File: src/rtl/upd_pkg.sv
`default_nettype none

package upd_pkg;

   // Character codes
   localparam logic [7:0] CH_PERCENT = 8'h25;
   localparam logic [7:0] CH_PLUS    = 8'h2B;
   localparam logic [7:0] CH_SPACE   = 8'h20;
   localparam logic [7:0] CH_0       = 8'h30;
   localparam logic [7:0] CH_9       = 8'h39;
   localparam logic [7:0] CH_LA      = 8'h61;
   localparam logic [7:0] CH_LF      = 8'h66;
   localparam logic [7:0] CH_UA      = 8'h41;
   localparam logic [7:0] CH_UF      = 8'h46;
   localparam logic [7:0] HEX_TEN    = 8'd10;

   // Reported count saturates here
   localparam logic [15:0] REPORT_MAX = 16'hFFFF;

   // Queue between front and back
   localparam int QUEUE_DEPTH = 2;
   localparam int QPTR_BITS   = $clog2(QUEUE_DEPTH);
   localparam int QCNT_BITS   = $clog2(QUEUE_DEPTH + 1);

   typedef enum logic [1:0] {
      PH_IDLE = 2'd0,
      PH_PCT  = 2'd1,
      PH_HI   = 2'd2,
      PH_DROP = 2'd3
   } phase_type;

   typedef enum logic [1:0] {
      ST_DATA  = 2'd0,
      ST_TRUNC = 2'd1,
      ST_BAD   = 2'd2
   } status_type;

   // One classified input beat
   typedef struct packed {
      logic [7:0] data;      // raw byte; plus->space when enabled
      logic       is_pct;
      logic       is_hex;
      logic [3:0] hex_val;
      logic       last;
   } token_type;

endpackage

`default_nettype wire

File: src/rtl/upd_front.sv
`default_nettype none

module upd_front (
   input  wire logic              clock,
   input  wire logic              reset,
   input  wire logic              csr_valid,
   output logic                   csr_ready,
   input  wire logic              csr_data,
   input  wire logic [7:0]        in_byte,
   input  wire logic              in_last,
   output upd_pkg::token_type     token
);

   logic plus_space_ff;
   logic plus_space_in;

   assign csr_ready = 1'b1;

   // Mode register
   always_comb begin
      plus_space_in = plus_space_ff;
      if (csr_valid) begin
         plus_space_in = csr_data;
      end
   end

   always_ff @(posedge clock) begin
      if (reset) begin
         plus_space_ff <= 1'b0;
      end else begin
         plus_space_ff <= plus_space_in;
      end
   end

   // Classify the byte
   always_comb begin
      token.data    = in_byte;
      token.is_pct  = (in_byte == upd_pkg::CH_PERCENT);
      token.is_hex  = 1'b0;
      token.hex_val = 4'd0;
      token.last    = in_last;
      if (plus_space_ff && in_byte == upd_pkg::CH_PLUS) begin
         token.data = upd_pkg::CH_SPACE;
      end
      if (in_byte >= upd_pkg::CH_0 && in_byte <= upd_pkg::CH_9) begin
         token.is_hex  = 1'b1;
         token.hex_val = 4'(in_byte - upd_pkg::CH_0);
      end else if (in_byte >= upd_pkg::CH_LA && in_byte <= upd_pkg::CH_LF) begin
         token.is_hex  = 1'b1;
         token.hex_val = 4'(in_byte - upd_pkg::CH_LA + upd_pkg::HEX_TEN);
      end else if (in_byte >= upd_pkg::CH_UA && in_byte <= upd_pkg::CH_UF) begin
         token.is_hex  = 1'b1;
         token.hex_val = 4'(in_byte - upd_pkg::CH_UA + upd_pkg::HEX_TEN);
      end
   end

endmodule

`default_nettype wire

File: src/rtl/upd_queue.sv
`default_nettype none

module upd_queue (
   input  wire logic                clock,
   input  wire logic                reset,
   input  wire logic                push_valid,
   output logic                     push_ready,
   input  wire upd_pkg::token_type  push_data,
   output logic                     pop_valid,
   input  wire logic                pop_ready,
   output upd_pkg::token_type       pop_data
);

   upd_pkg::token_type                  slot_ff [upd_pkg::QUEUE_DEPTH];
   logic [upd_pkg::QPTR_BITS-1:0]       wr_ptr_ff, wr_ptr_in;
   logic [upd_pkg::QPTR_BITS-1:0]       rd_ptr_ff, rd_ptr_in;
   logic [upd_pkg::QCNT_BITS-1:0]       count_ff, count_in;
   logic                                push;
   logic                                pop;

   assign push_ready = (count_ff != upd_pkg::QCNT_BITS'(upd_pkg::QUEUE_DEPTH));
   assign pop_valid  = (count_ff != '0);
   assign pop_data   = slot_ff[rd_ptr_ff];
   assign push       = push_valid && push_ready;
   assign pop        = pop_valid && pop_ready;

   // Pointer and fill bookkeeping
   always_comb begin
      wr_ptr_in = wr_ptr_ff;
      rd_ptr_in = rd_ptr_ff;
      count_in  = count_ff;
      if (push) begin
         wr_ptr_in = (wr_ptr_ff == upd_pkg::QPTR_BITS'(upd_pkg::QUEUE_DEPTH - 1))
                     ? '0 : wr_ptr_ff + 1'b1;
      end
      if (pop) begin
         rd_ptr_in = (rd_ptr_ff == upd_pkg::QPTR_BITS'(upd_pkg::QUEUE_DEPTH - 1))
                     ? '0 : rd_ptr_ff + 1'b1;
      end
      if (push && !pop) begin
         count_in = count_ff + 1'b1;
      end else if (pop && !push) begin
         count_in = count_ff - 1'b1;
      end
   end

   always_ff @(posedge clock) begin
      if (reset) begin
         wr_ptr_ff <= '0;
         rd_ptr_ff <= '0;
         count_ff  <= '0;
      end else begin
         wr_ptr_ff <= wr_ptr_in;
         rd_ptr_ff <= rd_ptr_in;
         count_ff  <= count_in;
      end
   end

   // Storage
   always_ff @(posedge clock) begin
      if (push) begin
         slot_ff[wr_ptr_ff] <= push_data;
      end
   end

endmodule

`default_nettype wire

File: src/rtl/upd_back.sv
`default_nettype none

module upd_back #(
   parameter int COUNT_BITS = 16
) (
   input  wire logic                clock,
   input  wire logic                reset,
   input  wire logic                tok_valid,
   output logic                     tok_ready,
   input  wire upd_pkg::token_type  tok,
   output logic                     out_valid,
   input  wire logic                out_ready,
   output logic [7:0]               out_byte,
   output upd_pkg::status_type      out_status,
   output logic                     out_final,
   output logic [15:0]              out_count
);

   upd_pkg::phase_type     phase_ff, phase_in;
   logic [3:0]             nibble_ff, nibble_in;
   logic [COUNT_BITS-1:0]  count_ff, count_in;
   logic                   valid_ff, valid_in;
   logic [7:0]             byte_ff, byte_in;
   upd_pkg::status_type    status_ff, status_in;
   logic                   final_ff, final_in;
   logic [15:0]            report_ff, report_in;

   logic                   take;
   logic                   emit;
   logic                   emit_data;
   logic [COUNT_BITS-1:0]  count_inc;
   logic [COUNT_BITS-1:0]  count_rep;

   // Pop when the output register is empty or being drained
   assign tok_ready = !valid_ff || out_ready;
   assign take      = tok_valid && tok_ready;
   assign count_inc = (count_ff == '1) ? count_ff : count_ff + 1'b1;
   assign count_rep = emit_data ? count_inc : count_ff;

   // Next phase
   always_comb begin
      phase_in = phase_ff;
      if (take) begin
         unique case (phase_ff)
            upd_pkg::PH_IDLE: begin
               if (tok.is_pct && !tok.last) begin
                  phase_in = upd_pkg::PH_PCT;
               end
            end
            upd_pkg::PH_PCT: begin
               if (tok.last) begin
                  phase_in = upd_pkg::PH_IDLE;
               end else if (!tok.is_hex) begin
                  phase_in = upd_pkg::PH_DROP;
               end else begin
                  phase_in = upd_pkg::PH_HI;
               end
            end
            upd_pkg::PH_HI: begin
               if (!tok.is_hex && !tok.last) begin
                  phase_in = upd_pkg::PH_DROP;
               end else begin
                  phase_in = upd_pkg::PH_IDLE;
               end
            end
            upd_pkg::PH_DROP: begin
               if (tok.last) begin
                  phase_in = upd_pkg::PH_IDLE;
               end
            end
            default: phase_in = upd_pkg::PH_IDLE;
         endcase
      end
   end

   // Result selection, nibble and count
   always_comb begin
      emit      = 1'b0;
      emit_data = 1'b0;
      byte_in   = 8'd0;
      status_in = upd_pkg::ST_DATA;
      final_in  = tok.last;
      nibble_in = nibble_ff;
      unique case (phase_ff)
         upd_pkg::PH_IDLE: begin
            if (tok.is_pct) begin
               emit      = tok.last;
               status_in = upd_pkg::ST_TRUNC;
            end else begin
               emit      = 1'b1;
               emit_data = 1'b1;
               byte_in   = tok.data;
            end
         end
         upd_pkg::PH_PCT: begin
            if (tok.last) begin
               emit      = 1'b1;
               status_in = upd_pkg::ST_TRUNC;
            end else if (!tok.is_hex) begin
               emit      = 1'b1;
               status_in = upd_pkg::ST_BAD;
               final_in  = 1'b1;
            end else begin
               nibble_in = tok.hex_val;
            end
         end
         upd_pkg::PH_HI: begin
            emit = 1'b1;
            if (!tok.is_hex) begin
               status_in = upd_pkg::ST_BAD;
               final_in  = 1'b1;
            end else begin
               emit_data = 1'b1;
               byte_in   = {nibble_ff, tok.hex_val};
            end
         end
         upd_pkg::PH_DROP: begin
            emit = 1'b0;
         end
         default: emit = 1'b0;
      endcase

      report_in = (count_rep > COUNT_BITS'(upd_pkg::REPORT_MAX))
                  ? upd_pkg::REPORT_MAX : 16'(count_rep);

      count_in = count_ff;
      if (take) begin
         if ((emit && final_in) || (phase_ff == upd_pkg::PH_DROP && tok.last)) begin
            count_in = '0;
         end else if (emit_data) begin
            count_in = count_inc;
         end
      end

      valid_in = valid_ff && !out_ready;
      if (take && emit) begin
         valid_in = 1'b1;
      end
   end

   // Control state
   always_ff @(posedge clock) begin
      if (reset) begin
         phase_ff  <= upd_pkg::PH_IDLE;
         count_ff  <= '0;
         valid_ff  <= 1'b0;
         nibble_ff <= 4'd0;
      end else begin
         phase_ff <= phase_in;
         count_ff <= count_in;
         valid_ff <= valid_in;
         if (take) begin
            nibble_ff <= nibble_in;
         end
      end
   end

   // Result register
   always_ff @(posedge clock) begin
      if (take && emit) begin
         byte_ff   <= byte_in;
         status_ff <= status_in;
         final_ff  <= final_in;
         report_ff <= report_in;
      end
   end

   assign out_valid  = valid_ff;
   assign out_byte   = byte_ff;
   assign out_status = status_ff;
   assign out_final  = final_ff;
   assign out_count  = report_ff;

endmodule

`default_nettype wire

File: src/rtl/url_percent_decoder.sv
// An accepted byte is first written to the queue and then popped into the
// back-end result register, which drives rsp_tvalid; rsp_tready can stall it.
// Throughput: one byte per cycle unless rsp_tready stalls the result register.
// A two-entry queue sits between the classifier and the decoder.
// Reset (synchronous, active high) empties the queue and the result register,
// returns to the idle phase, zeroes the byte count and clears plus-as-space.
`default_nettype none

module url_percent_decoder #(
   parameter int COUNT_BITS = 16
) (
   input  wire logic         clock,
   input  wire logic         reset,
   input  wire logic         req_tvalid,
   output logic              req_tready,
   input  wire logic [7:0]   req_tdata,   // [7:0] in_byte
   input  wire logic         req_tlast,   // end_of_string
   output logic              rsp_tvalid,
   input  wire logic         rsp_tready,
   output logic [23:0]       rsp_tdata,   // [7:0] out_byte, [23:8] bytes_written
   output logic [1:0]        rsp_tuser,   // [1:0] status
   output logic              rsp_tlast,   // final_result
   input  wire logic         csr_valid,
   output logic              csr_ready,
   input  wire logic         csr_data     // plus_means_space
);

   upd_pkg::token_type   fr_token;
   upd_pkg::token_type   q_token;
   logic                 q_valid;
   logic                 q_ready;
   logic [7:0]           out_byte;
   upd_pkg::status_type  out_status;
   logic [15:0]          out_count;

   upd_front u_front (
      .clock     (clock),
      .reset     (reset),
      .csr_valid (csr_valid),
      .csr_ready (csr_ready),
      .csr_data  (csr_data),
      .in_byte   (req_tdata),
      .in_last   (req_tlast),
      .token     (fr_token)
   );

   upd_queue u_queue (
      .clock      (clock),
      .reset      (reset),
      .push_valid (req_tvalid),
      .push_ready (req_tready),
      .push_data  (fr_token),
      .pop_valid  (q_valid),
      .pop_ready  (q_ready),
      .pop_data   (q_token)
   );

   upd_back #(
      .COUNT_BITS (COUNT_BITS)
   ) u_back (
      .clock      (clock),
      .reset      (reset),
      .tok_valid  (q_valid),
      .tok_ready  (q_ready),
      .tok        (q_token),
      .out_valid  (rsp_tvalid),
      .out_ready  (rsp_tready),
      .out_byte   (out_byte),
      .out_status (out_status),
      .out_final  (rsp_tlast),
      .out_count  (out_count)
   );

   assign rsp_tdata = {out_count, out_byte};
   assign rsp_tuser = out_status;

   // Error beats always close the string
   a_err_is_final: assert property (@(posedge clock) disable iff (reset)
      (rsp_tvalid && rsp_tuser != upd_pkg::ST_DATA) |-> rsp_tlast)
      else $error("error beat without final flag");

   // Error beats carry a zero byte
   a_err_zero_byte: assert property (@(posedge clock) disable iff (reset)
      (rsp_tvalid && rsp_tuser != upd_pkg::ST_DATA) |-> (rsp_tdata[7:0] == 8'd0))
      else $error("error beat with nonzero byte");

   // Only the three defined status codes are produced
   a_status_range: assert property (@(posedge clock) disable iff (reset)
      rsp_tvalid |-> (rsp_tuser == upd_pkg::ST_DATA || rsp_tuser == upd_pkg::ST_TRUNC ||
                      rsp_tuser == upd_pkg::ST_BAD))
      else $error("undefined status code");

endmodule

`default_nettype wire
File: config.mk
export PLATFORM = sky130hd
export DESIGN_NAME = url_percent_decoder
export DESIGN_NICKNAME = d
export VERILOG_FILES = /design/src/rtl/upd_pkg.sv /design/src/rtl/upd_front.sv /design/src/rtl/upd_queue.sv /design/src/rtl/upd_back.sv /design/src/rtl/url_percent_decoder.sv
export SDC_FILE = /design/constraint.sdc
export NUM_CORES = 1
export LEC_CHECK = 0
export BUFFER_PORTS_ARGS = -buffer_cell sky130_fd_sc_hd__buf_4
export CAP_MARGIN = 20
export CORE_MARGIN = 2
export CORE_UTILIZATION = 35
export DETAILED_ROUTE_END_ITERATION = 12
export PLACE_DENSITY_LB_ADDON = 0.2
export REMOVE_ABC_BUFFERS = 1
export SLEW_MARGIN = 20
export SYNTH_ARGS = -nofsm -noshare
export SYNTH_HDL_FRONTEND = slang
export SYNTH_SLANG_ARGS = --single-unit
File: constraint.sdc
create_clock -name clock -period 6.1 [get_ports clock]
set_clock_uncertainty 0.1 [all_clocks]
set_input_delay 0.305 -clock clock [delete_from_list [all_inputs] [get_ports clock]]
set_output_delay 0.305 -clock clock [all_outputs]
set_load 0.005 [all_outputs]
## Yosys cells after proc, flatten, opt, wreduce, memory -nomap -nowiden

Memories as Yosys holds them, arrays and structs flattened. A register that Yosys moved wholly into a read port is not among the register bits.
Cells that the tools add are included.

| cells by class | value |
|---|---|
| $add $sub $neg | 10 |
| mux-type cells | 38 |
| $lt $le $gt $ge | 7 |
| eq/ne operators | 9 |
| reduce and logical (&&, ||, !) cells | 27 |
| bitwise operators | 1 |

Operator list:

| cell | number |
|---|---|
| 2-to-1 mux 16 bit | 3 |
| 2-to-1 mux 8 bit | 3 |
| adder 16 x 1 -> 16 bit, second input constant | 1 |
| == test 16 bit, second input constant | 1 |
| == test 8 x 6 -> 1 bit, second input constant | 2 |
| >= comparator 8 x 7 -> 1 bit, second input constant | 2 |
| > comparator 16 bit, second input constant | 1 |
| <= comparator 8 x 7 -> 1 bit, second input constant | 2 |
| 2-to-1 mux 2 bit | 8 |
| one-hot mux 8 bit (2 select lines) | 1 |
| 2-to-1 mux 1 bit | 15 |
| 2-to-1 mux 5 bit | 3 |
| logical AND 1 bit | 14 |
| subtractor 4 x 1 -> 4 bit, second input constant | 3 |
| adder 4 bit, second input constant | 2 |
| >= comparator 8 x 6 -> 1 bit, second input constant | 1 |
| <= comparator 8 x 6 -> 1 bit, second input constant | 1 |
| one-hot mux 2 bit (4 select lines) | 1 |
| logical NOT 1 bit | 6 |
| one-hot mux 2 bit (3 select lines) | 1 |
| == test 2 bit, second input constant | 2 |
| != test 2 x 1 -> 1 bit, second input constant | 2 |
| one-hot mux 1 bit (2 select lines) | 2 |
| one-hot mux 1 bit (4 select lines) | 1 |
| 11 further kinds | 14 |

| word-level totals | value |
|---|---|
| bits of input ports | 15 |
| memories kept | 1 |
| memory bits (writable) | 30 |
| output and inout bits | 30 |
| flip-flop bits (word level) | 55 |

Memories:

| name | depth | bits a word | rd ports | clocked after Yosys merged registers in | write ports | line | source |
|---|---|---|---|---|---|---|---|
| u_queue.slot_ff | 2 | 15 | 1 | 1 | 1 | upd_queue.sv:14 | `upd_pkg::token_type slot_ff [upd_pkg::QUEUE_DEPTH];` |

## Longest topological paths before layout

| logic depth | value |
|---|---|
| word-level depth | 6 |
| depth in mapped cells | 9 |
| mapped depth without buffers | 8 |

## By module

From an unflattened synthesis, not the netlist that was laid out.

| unflattened totals | value |
|---|---|
| cells, all modules | 354 |
| area total of the unflattened synthesis | 4162.7 um2 |

Modules (own cells, without submodules):

| module | instances | seq. area each (um2) | cells each | area each (um2) |
|---|---|---|---|---|
| upd_back | 1 | 1271.2 | 241 | 2552.4 |
| upd_queue | 1 | 1001.0 | 71 | 1312.5 |
| upd_front | 1 | 20.0 | 42 | 297.8 |

## Least setup slack after synthesis

OpenSTA, ideal clock, no wires.

| path | value |
|---|---|
| path kind | register to register |
| start point | reg u_back.phase_ff[0] |
| end point | reg u_back.byte_ff[0], in the netlist u_back.out_byte[0] (enable) |
| setup time | 382 ps |
| clock period less this slack | 2300 ps |
| cell stages (with the launch flop) | 8 |
| path slack | 3800 ps |
| data arrival time | 1818 ps |
| cells stage by stage | dfxtp_1 -> inv_1 -> ha_1 -> inv_1 -> a311oi_1 -> nor2b_1 -> o21ai_0 -> inv_1 |

| between the ends | value |
|---|---|
| longest elaborated chain between the ends | 3 |
| elaborated cells on any way between the ends | 6 |
| classes of those cells | 3 x eq/ne; 1 x mux; 2 x reduce/logical |

RTL lines:

| item | line | source |
|---|---|---|
| from (decl) | upd_back.sv:19 | `upd_pkg::phase_type phase_ff, phase_in;` |
| from (signal assigned) | upd_back.sv:144 | `phase_ff <= upd_pkg::PH_IDLE;` |
| from (signal assigned) | upd_back.sv:149 | `phase_ff <= phase_in;` |
| == test 2 bit, or another cell as far along | upd_back.sv:84 | `unique case (phase_ff)` |
| one-hot mux 1 bit (4 select lines) * | upd_back.sv:84 |  |
| logical AND 1 bit * | upd_back.sv:160 | `if (take && emit) begin` |
| to (signal assigned) | upd_back.sv:161 | `byte_ff <= byte_in;` |
| to (decl) | upd_back.sv:23 | `logic [7:0] byte_ff, byte_in;` |

Every way passes the cells marked *; elsewhere a longest branch is shown, timed or not.
A chain may end at the register's enable or synchronous reset.

## Worst setup path after layout

| path | value |
|---|---|
| start point | reg u_back.phase_ff[0] |
| end point | reg u_back.byte_ff[3], in the netlist u_back.out_byte[3] (enable) |

The elaborated chain is that of the path after synthesis.

==> results.yml <==
cts:
  clkTransAtPathRegs_ns: 0.06
  postCtsHoldBufs: 0
  cts_tree: "done"
  cts_buffers: 9
  root_buffer: "clkbuf_16"
  h-tree-depth: 3
  cts_resized: 0
  clk_latency_ns: 0.33
  clock_path_buffers: 2
  cts.sinks: 86
  post_cts_buffers: 0
timing:
  hold_viol_final: 0
  tns_ns: 0
  finalSetupViolCount: 0
  fin_crit_ns: 2.88
  slew_violations: 0
  rsz0062_at_grt: "false"
  max-slew-margin-rel_pct: 36.0
  fin_crit_sh_pct: 47.2
  tightest_slew_ns: 0.954
  setup_ws_ns: 3.22
  fmax_ghz: 0.348
synth:
  synth-warning-count: 0
  ys_ff_latch: 86
  synth_top_cell_area_share_pct: 41.7
  synth_cells: 363
  syn_area_sq_mm: 0.00410
  synth_area_leaders: "edfxtp_1 42%, dfxtp_1 14%, mux2i_1 4.1%"
  async_reset_ff_share_pct: 0
  synthesis.area_per_instance_sq_um: 11.3
  ys_types: 57
  ys.flop_type: "edfxtp_1"
  synth-edff-count: 57
  yosysTopAreaCell: "edfxtp_1"
  seq_area_frac_synth_pct: 55.9
grt:
  grt_pass1_vias: 2678
  grt_max_degree: 28
  grt_pass1_wl_um: 13000
  gr-total-overflow: 0
  antenna_found_initial: 0
  track_usage_pct: 13.0
die:
  die_w_um: 112
  core_sq_mm: 0.0114
  io-pin-count: 45
  start_util_pct: 35.9
  row_count: 39
  die_h_um: 112
  fp.dieArea_sq_mm: 0.0126
worst_setup_path:
  cp_max_fo: 27
  start_kind: "register"
  end_kind: "register"
  cp.arrival_ns: 2.57
  crit_required_ns: 5.79
  worstSetupPathType: "reg2reg"
place:
  post-place-ws_ns: 2.89
  gp_congestion: 0.831
  portBuffers: 43
  dp_hpwl_um: 5600
  placed_area_sq_mm: 0.00449
power_and_ir_drop:
  finalPower_w: 0.00203
  ir_worst_vdd_v: 0.000169
  cellPowerDensity_mw_per_mm2: 422
  p_leak_nw: 1.79
layout:
  num_antenna_cells: 0
  syn2layout_area_growth_pct: 17.1
  final_common_cell: "edfxtp_1"
  layout_common_cells: "57 x edfxtp_1, 44 x buf_4, 33 x nor2_1, 28 x dfxtp_1, 25 x nand2_1"
  final_core_util_pct: 42.1
  design_area_sq_mm: 0.00480
  drive_gt1_share_pct: 18.5
  final_nets: 426
status:
  status: "finished, final reports clean"
job:
  max_cap_violations: 0
route:
  routed_wl_um: 7860
  first_pass_iters: 4
  post-route-drc-count: 0
  viasPerCell: 5.12
  wl_per_cell_um: 14.3
  drt_iter0_markers: 171
  ant_nets: 0
  num_vias: 2811
hold_path:
  hold_path.class: "in2reg"
## power breakdown
group,internal (W),total (W),switching (W),leakage [nW]
sequential,0.000801,0.000878,0.0000771,0.781
combinational,0.000245,0.000576,0.000331,0.856
clock,0.000358,0.000573,0.000216,0.154
## state kept, by name (all words and copies together), names as in the netlist, named ones only
name and flops:
u_queue.slot_ff 30, u_back.count_ff 16, u_queue.rd_ptr_ff 1, u_back.out_final 1, u_back.out_byte 8, u_queue.count_ff 2, u_back.out_count 16, u_back.out_valid 1
u_back.nibble_ff 4, u_back.phase_ff 2, u_front.plus_space_ff 1, u_queue.wr_ptr_ff 1, u_back.out_status 2
## metrics by stage
stage | hold slack (ns) | std cells
after global routing | 0.0597 | 549
after CTS | 0.0484 | 549
final | 0.0585 | 549
after detailed placement | 0.383 | 533
after global placement | 0.366 | 533
after floorplan | 0.274 | 346
## final cells by class
class | instances | area [sq um]
Inverter | 13 | 48.8
Clock buffer | 10 | 229
Fill cell | 1115 | 6620
Clock inverter | 6 | 86.3
Sequential cell | 86 | 2290
Timing Repair Buffer | 44 | 330
Multi-Input combinational cell | 247 | 1640
Tap cell | 143 | 179
## cell families (layout without fill, tap and decap cells)
logic type | after synthesis | count (layout) | share of synthesized area [%]
mux | 22 | 22 | 5.52
fa+ha+maj | 10 | 10 | 3.05
flops | 86 | 86 | 55.9
simple gates | 128 | 128 | 17.0
xor+xnor | 16 | 16 | 3.42
compound gates | 70 | 70 | 10.8
buf+inv | 30 | 73 | 4.21
other cells | 1 | 1 | 0.0914
## metal layers
layer,global-route usage (%),vias to the layer above,part of all wire (%),routed length (um)
met5,0,-,0,0
met4,5.20,0,1.9,151
met3,3.24,13,4.6,358
met2,21.7,64,49,3890
met1,16.1,1328,44,3470
li1,-,1406,-,-
## critical path, cell delays in order (launching register included)
cell and delay, ns:
dfxtp_1 0.38, inv_1 0.08, ha_1 0.28, inv_1 0.16
a311oi_1 0.12, nor2b_1 0.14, o21ai_0 0.24, clkinv_1 0.81
## cells in the mapped netlist (2+ instances only)
library cell / number
edfxtp_1: 57
nor2_1: 33
dfxtp_1: 29
nand2_1: 25
a21oi_1: 21
mux2i_1: 17
nand3_1: 17
o21ai_0: 14
inv_1: 13
ha_1: 10
xor2_1: 9
a31oi_1: 8
clkbuf_1: 8
nor3_1: 7
xnor2_1: 7
buf_6: 5
mux2_2: 5
nand2b_1: 5
o22ai_1: 5
or4_1: 5
and3_1: 4
nand4_1: 4
nor2b_1: 4
o21a_1: 4
a22o_1: 3
nor3b_1: 3
or3_1: 3
a21o_1: 2
a22oi_1: 2
a311oi_1: 2
and2_1: 2
buf_2: 2
nand3_2: 2
nand3b_1: 2
or3_4: 2
## worst paths after layout
| path | from | end | slack [ns] | depth (start not counted) |
|---|---|---|---|---|
| setup / recovery | u_back.phase_ff[0] | u_back.out_byte[3] | 3.22 | 7 |
| hold / removal | req_tlast | u_queue.slot_ff[1][0] | 0.06 | 1 |
| setup reg to reg | u_back.phase_ff[0] | u_back.out_byte[3] | 3.22 | 7 |
| hold reg to reg | u_back.nibble_ff[3] | u_back.nibble_ff[3] | 0.39 | 2 |
(Power assumes the default switching activity.)
